**src/sv/tlpq_pkg.sv**
```systemverilog
// Package for the three-level priority queue: codes, chain and status types.
// Used by every module of the block but tlpq_ram; no dependencies.
`timescale 1ns / 1ps

package tlpq_pkg;

    localparam int LEVEL_DEPTH_DEF = 16;
    localparam int NUM_LEVELS      = 3;
    localparam int BYTE_W          = 8;
    localparam int LEVEL_W         = 2;
    localparam int STATUS_W        = 3;

    localparam logic [LEVEL_W-1:0] LVL_NONE  = 2'd0;
    localparam logic [LEVEL_W-1:0] LVL_FIRST = 2'd1;

    typedef enum logic
    {
        OP_ENQ = 1'b0,
        OP_DEQ = 1'b1
    } op_t;

    typedef enum logic [STATUS_W-1:0]
    {
        ST_ENQUEUED = 3'd0,
        ST_DEQUEUED = 3'd1,
        ST_EMPTY    = 3'd2,
        ST_FULL     = 3'd3,
        ST_BADPRIO  = 3'd4
    } status_t;

    // Broadcast command seen by every cell in the cycle an item is accepted
    typedef struct packed
    {
        logic               accept;
        op_t                op;
        logic [LEVEL_W-1:0] prio;
    } cmd_t;

    // Handed from one cell to the next: open dequeue request and level number
    typedef struct packed
    {
        logic               deq_req;
        logic [LEVEL_W-1:0] level;
    } chain_t;

    // Per-cell outcome of the current item
    typedef struct packed
    {
        logic enq_full;
        logic deq_hit;
    } cell_stat_t;

endpackage

```
**src/sv/tlpq_if.sv**
```systemverilog
// Valid/ready channel interfaces for the request and response items.
// Depends on tlpq_pkg.
`timescale 1ns / 1ps

interface tlpq_req_if;
    import tlpq_pkg::*;

    logic               valid;
    logic               ready;
    logic               operation;
    logic [BYTE_W-1:0]  item_byte;
    logic [LEVEL_W-1:0] priority_req;

    modport source (output valid, operation, item_byte, priority_req, input ready);
    modport sink   (input valid, operation, item_byte, priority_req, output ready);
endinterface

interface tlpq_rsp_if;
    import tlpq_pkg::*;

    logic                valid;
    logic                ready;
    logic [STATUS_W-1:0] status;
    logic [BYTE_W-1:0]   out_byte;
    logic [LEVEL_W-1:0]  served_level;

    modport source (output valid, status, out_byte, served_level, input ready);
    modport sink   (input valid, status, out_byte, served_level, output ready);
endinterface

```
**src/sv/tlpq_ram.sv**
```systemverilog
// Generic single-write, single-read RAM with registered read data.
// No dependencies.
`timescale 1ns / 1ps

module tlpq_ram #(
    parameter int WIDTH = 8,
    parameter int DEPTH = 16
) (
    input  logic                     clk,
    input  logic                     wr_en,
    input  logic [$clog2(DEPTH)-1:0] wr_addr,
    input  logic [WIDTH-1:0]         wr_data,
    input  logic                     rd_en,
    input  logic [$clog2(DEPTH)-1:0] rd_addr,
    output logic [WIDTH-1:0]         rd_data
);

    logic [WIDTH-1:0] mem_reg [DEPTH];
    logic [WIDTH-1:0] rd_data_reg;

    // Write port
    always_ff @(posedge clk)
    begin
        if (wr_en)
        begin
            mem_reg[wr_addr] <= wr_data;
        end
    end

    // Read port, data held until the next read
    always_ff @(posedge clk)
    begin
        if (rd_en)
        begin
            rd_data_reg <= mem_reg[rd_addr];
        end
    end

    assign rd_data = rd_data_reg;

endmodule

```
**src/sv/tlpq_cell.sv**
```systemverilog
// One priority level: FIFO pointers, fill count and entry RAM.
// Depends on tlpq_pkg and tlpq_ram; cells are chained by the dequeue request.
`timescale 1ns / 1ps

module tlpq_cell #(
    parameter int DEPTH = tlpq_pkg::LEVEL_DEPTH_DEF
) (
    input  logic                        clk,
    input  logic                        rst_n,
    input  tlpq_pkg::cmd_t              cmd,
    input  logic [tlpq_pkg::BYTE_W-1:0] item_byte,
    input  tlpq_pkg::chain_t            chain_in,
    output tlpq_pkg::chain_t            chain_out,
    output tlpq_pkg::cell_stat_t        stat,
    output logic [tlpq_pkg::BYTE_W-1:0] rd_data
);
    import tlpq_pkg::*;

    localparam int PTR_W = (DEPTH > 1) ? $clog2(DEPTH) : 1;
    localparam int CNT_W = $clog2(DEPTH + 1);

    localparam logic [PTR_W-1:0] PTR_LAST = PTR_W'(DEPTH - 1);
    localparam logic [CNT_W-1:0] CNT_FULL = CNT_W'(DEPTH);

    logic [PTR_W-1:0] head_reg, head_next;
    logic [PTR_W-1:0] tail_reg, tail_next;
    logic [CNT_W-1:0] count_reg, count_next;

    logic full;
    logic empty;
    logic enq_sel;
    logic do_enq;
    logic do_deq;

    // Decode this cell's share of the item
    assign full    = (count_reg == CNT_FULL);
    assign empty   = (count_reg == '0);
    assign enq_sel = cmd.accept && (cmd.op == OP_ENQ) && (cmd.prio == chain_in.level);
    assign do_enq  = enq_sel && !full;
    assign do_deq  = chain_in.deq_req && !empty;

    // Pass an unserved dequeue on to the next lower level
    assign chain_out.deq_req = chain_in.deq_req && empty;
    assign chain_out.level   = chain_in.level + LEVEL_W'(1);

    assign stat.enq_full = enq_sel && full;
    assign stat.deq_hit  = do_deq;

    // Pointer and count update, wrapping at the level depth
    always_comb
    begin
        head_next  = head_reg;
        tail_next  = tail_reg;
        count_next = count_reg;
        if (do_enq)
        begin
            tail_next  = (tail_reg == PTR_LAST) ? '0 : tail_reg + PTR_W'(1);
            count_next = count_reg + CNT_W'(1);
        end
        if (do_deq)
        begin
            head_next  = (head_reg == PTR_LAST) ? '0 : head_reg + PTR_W'(1);
            count_next = count_reg - CNT_W'(1);
        end
    end

    always_ff @(posedge clk or negedge rst_n)
    begin
        if (!rst_n)
        begin
            head_reg  <= '0;
            tail_reg  <= '0;
            count_reg <= '0;
        end
        else
        begin
            head_reg  <= head_next;
            tail_reg  <= tail_next;
            count_reg <= count_next;
        end
    end

    // Entry storage for this level
    tlpq_ram #(
        .WIDTH (BYTE_W),
        .DEPTH (DEPTH)
    ) u_ram (
        .clk     (clk),
        .wr_en   (do_enq),
        .wr_addr (tail_reg),
        .wr_data (item_byte),
        .rd_en   (do_deq),
        .rd_addr (head_reg),
        .rd_data (rd_data)
    );

endmodule

```
**src/sv/three_level_priority_queue.sv**
```systemverilog
// Three-level strict-priority FIFO queue of bytes: a chain of three level cells.
// An accepted request passes stage 1 (RAM read), then the output register, before response valid.
// Throughput: one item per cycle unless rsp stalls; the cell chain updates pointers at accept.
// Reset (rst_n, async, active low) empties all levels; entry RAM is not cleared.
// Depends on tlpq_pkg, tlpq_if, tlpq_cell and tlpq_ram.
`timescale 1ns / 1ps

module three_level_priority_queue #(
    parameter int LEVEL_DEPTH = tlpq_pkg::LEVEL_DEPTH_DEF
) (
    input logic        clk,
    input logic        rst_n,
    tlpq_req_if.sink   req,
    tlpq_rsp_if.source rsp
);
    import tlpq_pkg::*;

    cmd_t              cmd;
    chain_t            chain [NUM_LEVELS+1];
    cell_stat_t        stat  [NUM_LEVELS];
    logic [BYTE_W-1:0] rd_data [NUM_LEVELS];

    logic         accept;
    logic         enq_full_any;
    logic         deq_any;
    logic [LEVEL_W-1:0] deq_level;
    status_t      status_comb;
    logic [LEVEL_W-1:0] level_comb;

    logic               s1_valid_reg;
    status_t            s1_status_reg;
    logic [LEVEL_W-1:0] s1_level_reg;
    logic               s1_move;

    logic               out_valid_reg;
    status_t            out_status_reg;
    logic [BYTE_W-1:0]  out_byte_reg, out_byte_next;
    logic [LEVEL_W-1:0] out_level_reg;

    // Handshake: stage 1 frees up when it moves into the output register
    assign s1_move   = s1_valid_reg && (!out_valid_reg || rsp.ready);
    assign req.ready = !s1_valid_reg || s1_move;
    assign accept    = req.valid && req.ready;

    assign cmd.accept = accept;
    assign cmd.op     = op_t'(req.operation);
    assign cmd.prio   = req.priority_req;

    // Head of the chain: level 1 sees the dequeue request first
    assign chain[0].deq_req = accept && (req.operation == OP_DEQ);
    assign chain[0].level   = LVL_FIRST;

    for (genvar g = 0; g < NUM_LEVELS; g++)
    begin : g_cell
        tlpq_cell #(
            .DEPTH (LEVEL_DEPTH)
        ) u_cell (
            .clk       (clk),
            .rst_n     (rst_n),
            .cmd       (cmd),
            .item_byte (req.item_byte),
            .chain_in  (chain[g]),
            .chain_out (chain[g+1]),
            .stat      (stat[g]),
            .rd_data   (rd_data[g])
        );
    end

    // Collect cell outcomes
    always_comb
    begin
        enq_full_any = 1'b0;
        deq_any      = 1'b0;
        deq_level    = LVL_NONE;
        for (int i = 0; i < NUM_LEVELS; i++)
        begin
            enq_full_any = enq_full_any | stat[i].enq_full;
            if (stat[i].deq_hit)
            begin
                deq_any   = 1'b1;
                deq_level = chain[i].level;
            end
        end
    end

    // Result code for the accepted item
    always_comb
    begin
        status_comb = ST_ENQUEUED;
        level_comb  = req.priority_req;
        if (req.operation == OP_DEQ)
        begin
            status_comb = deq_any ? ST_DEQUEUED : ST_EMPTY;
            level_comb  = deq_any ? deq_level : LVL_NONE;
        end
        else if (req.priority_req == LVL_NONE)
        begin
            status_comb = ST_BADPRIO;
            level_comb  = LVL_NONE;
        end
        else if (enq_full_any)
        begin
            status_comb = ST_FULL;
        end
    end

    // Stage 1: waits for the RAM read data
    always_ff @(posedge clk or negedge rst_n)
    begin
        if (!rst_n)
        begin
            s1_valid_reg <= 1'b0;
        end
        else if (accept)
        begin
            s1_valid_reg <= 1'b1;
        end
        else if (s1_move)
        begin
            s1_valid_reg <= 1'b0;
        end
    end

    always_ff @(posedge clk)
    begin
        if (accept)
        begin
            s1_status_reg <= status_comb;
            s1_level_reg  <= level_comb;
        end
    end

    // Pick the read data of the level that was served
    always_comb
    begin
        out_byte_next = '0;
        if (s1_status_reg == ST_DEQUEUED)
        begin
            case (s1_level_reg)
                2'd1:    out_byte_next = rd_data[0];
                2'd2:    out_byte_next = rd_data[1];
                2'd3:    out_byte_next = rd_data[2];
                default: out_byte_next = '0;
            endcase
        end
    end

    // Output register
    always_ff @(posedge clk or negedge rst_n)
    begin
        if (!rst_n)
        begin
            out_valid_reg <= 1'b0;
        end
        else if (s1_move)
        begin
            out_valid_reg <= 1'b1;
        end
        else if (rsp.ready)
        begin
            out_valid_reg <= 1'b0;
        end
    end

    always_ff @(posedge clk)
    begin
        if (s1_move)
        begin
            out_status_reg <= s1_status_reg;
            out_byte_reg   <= out_byte_next;
            out_level_reg  <= s1_level_reg;
        end
    end

    assign rsp.valid        = out_valid_reg;
    assign rsp.status       = out_status_reg;
    assign rsp.out_byte     = out_byte_reg;
    assign rsp.served_level = out_level_reg;

endmodule

```
**src/flat_wrapper.sv**
```systemverilog
// flat-port wrapper written by rule: the top's interface ports become plain ports
module three_level_priority_queue_flat import tlpq_pkg::*;
#(
    parameter int LEVEL_DEPTH = tlpq_pkg::LEVEL_DEPTH_DEF
)
  (clk, rst_n, req_valid, req_operation, req_item_byte, req_priority_req, req_ready, rsp_valid, rsp_status, rsp_out_byte, rsp_served_level, rsp_ready);
  tlpq_req_if req_i ();
  tlpq_rsp_if rsp_i ();
  input logic clk;
  input logic rst_n;
  input wire logic [$bits(req_i.valid)-1:0] req_valid;
  input wire logic [$bits(req_i.operation)-1:0] req_operation;
  input wire logic [$bits(req_i.item_byte)-1:0] req_item_byte;
  input wire logic [$bits(req_i.priority_req)-1:0] req_priority_req;
  output wire logic [$bits(req_i.ready)-1:0] req_ready;
  output wire logic [$bits(rsp_i.valid)-1:0] rsp_valid;
  output wire logic [$bits(rsp_i.status)-1:0] rsp_status;
  output wire logic [$bits(rsp_i.out_byte)-1:0] rsp_out_byte;
  output wire logic [$bits(rsp_i.served_level)-1:0] rsp_served_level;
  input wire logic [$bits(rsp_i.ready)-1:0] rsp_ready;
  assign req_i.valid = req_valid;
  assign req_i.operation = req_operation;
  assign req_i.item_byte = req_item_byte;
  assign req_i.priority_req = req_priority_req;
  assign req_ready = req_i.ready;
  assign rsp_valid = rsp_i.valid;
  assign rsp_status = rsp_i.status;
  assign rsp_out_byte = rsp_i.out_byte;
  assign rsp_served_level = rsp_i.served_level;
  assign rsp_i.ready = rsp_ready;
  three_level_priority_queue #(.LEVEL_DEPTH(LEVEL_DEPTH)) u_core (.clk(clk), .rst_n(rst_n), .req(req_i), .rsp(rsp_i));
endmodule
```
**config.mk**
```make
export PLATFORM = sky130hd
export DESIGN_NAME = three_level_priority_queue_flat
export DESIGN_NICKNAME = d
export VERILOG_FILES = /design/src/sv/tlpq_pkg.sv /design/src/sv/tlpq_if.sv /design/src/sv/tlpq_ram.sv /design/src/sv/tlpq_cell.sv /design/src/sv/three_level_priority_queue.sv /design/src/flat_wrapper.sv
export SDC_FILE = /design/constraint.sdc
export NUM_CORES = 1
export LEC_CHECK = 0
export BUFFER_PORTS_ARGS = -buffer_cell sky130_fd_sc_hd__buf_2
export CAP_MARGIN = 20
export CORE_MARGIN = 1.5
export CORE_UTILIZATION = 29
export CTS_BUF_LIST = sky130_fd_sc_hd__clkbuf_4 sky130_fd_sc_hd__clkbuf_8
export DETAILED_ROUTE_END_ITERATION = 8
export PLACE_DENSITY = 0.39
export SKIP_LAST_GASP = 1
export SYNTH_ARGS = -nofsm -noshare
export SYNTH_HDL_FRONTEND = slang
export SYNTH_SLANG_ARGS = --single-unit
```
**constraint.sdc**
```tcl
create_clock -name clk -period 6.3 [get_ports clk]
set_clock_uncertainty 0.1 [all_clocks]
set_input_delay 1.89 -clock clk [delete_from_list [all_inputs] [get_ports clk]]
set_output_delay 1.89 -clock clk [all_outputs]
set_load 0.01 [all_outputs]
```
==> metrics.txt <==
status=finished, final reports clean; Core Box Area=64460 um^2; Final HPWL DP=28400 um; clk slew on worst S/H paths=0.06 ns; crit-path max cell delay=0.28 ns; post-route ant nets=0; CP max FO=4; Longest Clk Path Bufs=3; Crit Path Class=in2out; Least-Margin Pin Slew=1.067 ns; Post-Layout Cell Count=2113; DRT Pass-1 Iters=5; CTS buffer count=85; CTS root buf=clkbuf_8; final hold vios=0; number of synthesized register bits=467; die footprint=66730 um^2; PortBufs=29; CP arrival=2.54 ns; most frequent cells in the layout=edfxtp_1 (426), clkbuf_8 (91), mux2i_1 (76); Setup crit end kind=output port; GRT overflow=0; DRT iter0 DRCs=630; Starting Density=0.2933; post-cts resize count=0; Die X-Extent=258.3 um; initial antenna violation count=6; # rows=93; most common cell after layout, fill and taps aside=edfxtp_1; Final Critical Period=4.529 ns; TNS Setup=0 ns; Rel. slew slack=0.2862; syn_nets=1147; Routed WL=46710 um; Placed Instances=1952; number of flip-flops in the largest register=384; final hold slack=0.3674 ns; RSZ-0062 raised after global routing=false; gr usage total=0.1414; # DRC=0; height of the die=258.3 um; post-CTS setup buffers=0; crit-path most repeated cell=buf_2; largest net degree at the start of global routing=49; share of layout cells above drive strength 1=0.2384; Slew Limit Fails=0; Synth Warn #=0; CTS Sinks=467; Vias=9897; Final setup viols=0; Final Power=8.270 mW; worst hold path type=reg2reg; DR WL/cell=22.11 um; vias per inst=4.684; Synth cell types=47; EDFF count, synth=426; hold-fix buffers at CTS=0; Worst Setup Start Kind=input pin; Layout area overhead=15.56%; maximum VDD drop=0.0001700 V; Synth Cell Area=18910 um^2; Pleak=7.404 nW; vias in the first global route=10230; slowest CP cell=and3b_1; Final Cycle Share=0.7189; max_cap viols=0; worst path cell trace=buf_2 -> and3b_1 -> inv_1 -> buf_2; Worst-Skew Late Latency=0.68 ns; Total Nets Final=1229; Mapped Avg Cell Area=17.11 um^2; f_max=0.2208 GHz; first-pass GRT wire length=68540 um; Worst EP required=4.31 ns; Primary FF master, synth=edfxtp_1; Pwr Density=378.5 nW/um^2; asr flop ratio synth=0.08779; cell family with most CP delay=buffers and inverters; CTS tree=done; CP Buf/Inv Count=3; post-synthesis sequential area ratio=0.7309; GP Congestion=0.7174; Cells after Synth=1105; CTS H-tree depth=3; Ports=30
-- routing by layer --
| metal | vias to the layer above | part of all wire | GRT usage |
|---|---|---|---|
| met2 | 227 | 0.47 | 0.2192 |
| met4 | 0 | 0.023 | 0.04500 |
| met5 | - | 0 | 0 |
| met1 | 5050 | 0.47 | 0.1973 |
| met3 | 76 | 0.041 | 0.03140 |
| li1 | 4544 | - | - |
-- worst register-to-register path: stages, from the launching register on --
cell and delay [ns]:
dfrtp_1 0.44, or4_4 0.60, or4_1 0.54, or2_1 0.38
inv_2 0.32, ha_1 0.33, a21o_1 0.19, a21oi_1 0.18
mux2i_1 0.24, xnor2_1 0.14
-- metrics by stage --
stage,cell area [um^2],setup WS [ns],util
global route,21840,1.746,0.3388
global placement,20070,1.528,0.3113
finish,21850,1.771,0.3389
CTS,21790,1.778,0.3380
detailed placement,20080,1.606,0.3114
floorplan,18910,2.018,-
-- cell type report --
cell class / count / area, um^2
multi-input cells: 564 / 4817
flip-flops and latches: 467 / 13820
clock buffers: 122 / 1485
fillers: 6244 / 42620
inverters: 16 / 65.06
diodes: 4 / 10.01
repair buffers: 53 / 350.3
well taps: 855 / 1070
clock inverters: 32 / 227.7
-- synth_stat cells, types with 4 or more instances --
cell type,n,share of area
a21o_1,11,0.0044
a21oi_1,35,0.0093
a221oi_1,24,0.011
a22oi_1,33,0.013
and2_1,9,0.0030
and3_1,10,0.0033
buf_1,19,0.0038
buf_2,4,0.0011
clkbuf_1,34,0.0068
dfrtp_1,41,0.054
edfxtp_1,426,0.68
ha_1,24,0.016
inv_1,14,0.0028
mux2_2,38,0.023
mux2i_1,76,0.040
mux4_2,48,0.057
nand2_1,63,0.013
nand2b_1,8,0.0026
nand3_1,11,0.0029
nor2_1,40,0.0079
nor2b_1,5,0.0017
nor3_1,13,0.0034
nor4b_1,4,0.0019
o21ai_0,63,0.017
xnor2_1,16,0.0074
-- power by group --
group	internal [mW]	switching, mW
Combinational	0.698	0.896
Clock	1.57	1.29
Sequential	3.57	0.243
-- cells by family after synthesis --
kind of cell,share of synthesized area
fa+ha+maj,0.01906
xor+xnor,0.008339
buf+inv,0.01562
compound gates,0.05850
mux,0.1216
flops,0.7309
simple gates,0.04593
-- path summary, 6_finish.rpt --
path | to | cells past startpoint | start | slack, ns
worst min register to register | u_core.rsp.status[1] | 0 | u_core.s1_status_reg[1] | 0.37
worst max register to register | u_core.g_cell[2].u_cell.count_reg[4] | 9 | u_core.g_cell[0].u_cell.count_reg[0] | 2.79
worst max-delay path | req_ready | 4 | rsp_ready | 1.77
worst min-delay path | u_core.rsp.status[1] | 0 | u_core.s1_status_reg[1] | 0.37
max in group asynchronous | u_core.g_cell[0].u_cell.head_reg[0] | 2 | rst_n | 4.38
min in group asynchronous | u_core.g_cell[2].u_cell.head_reg[1] | 2 | rst_n | 1.23
Power figures use the tool's default switching activity.
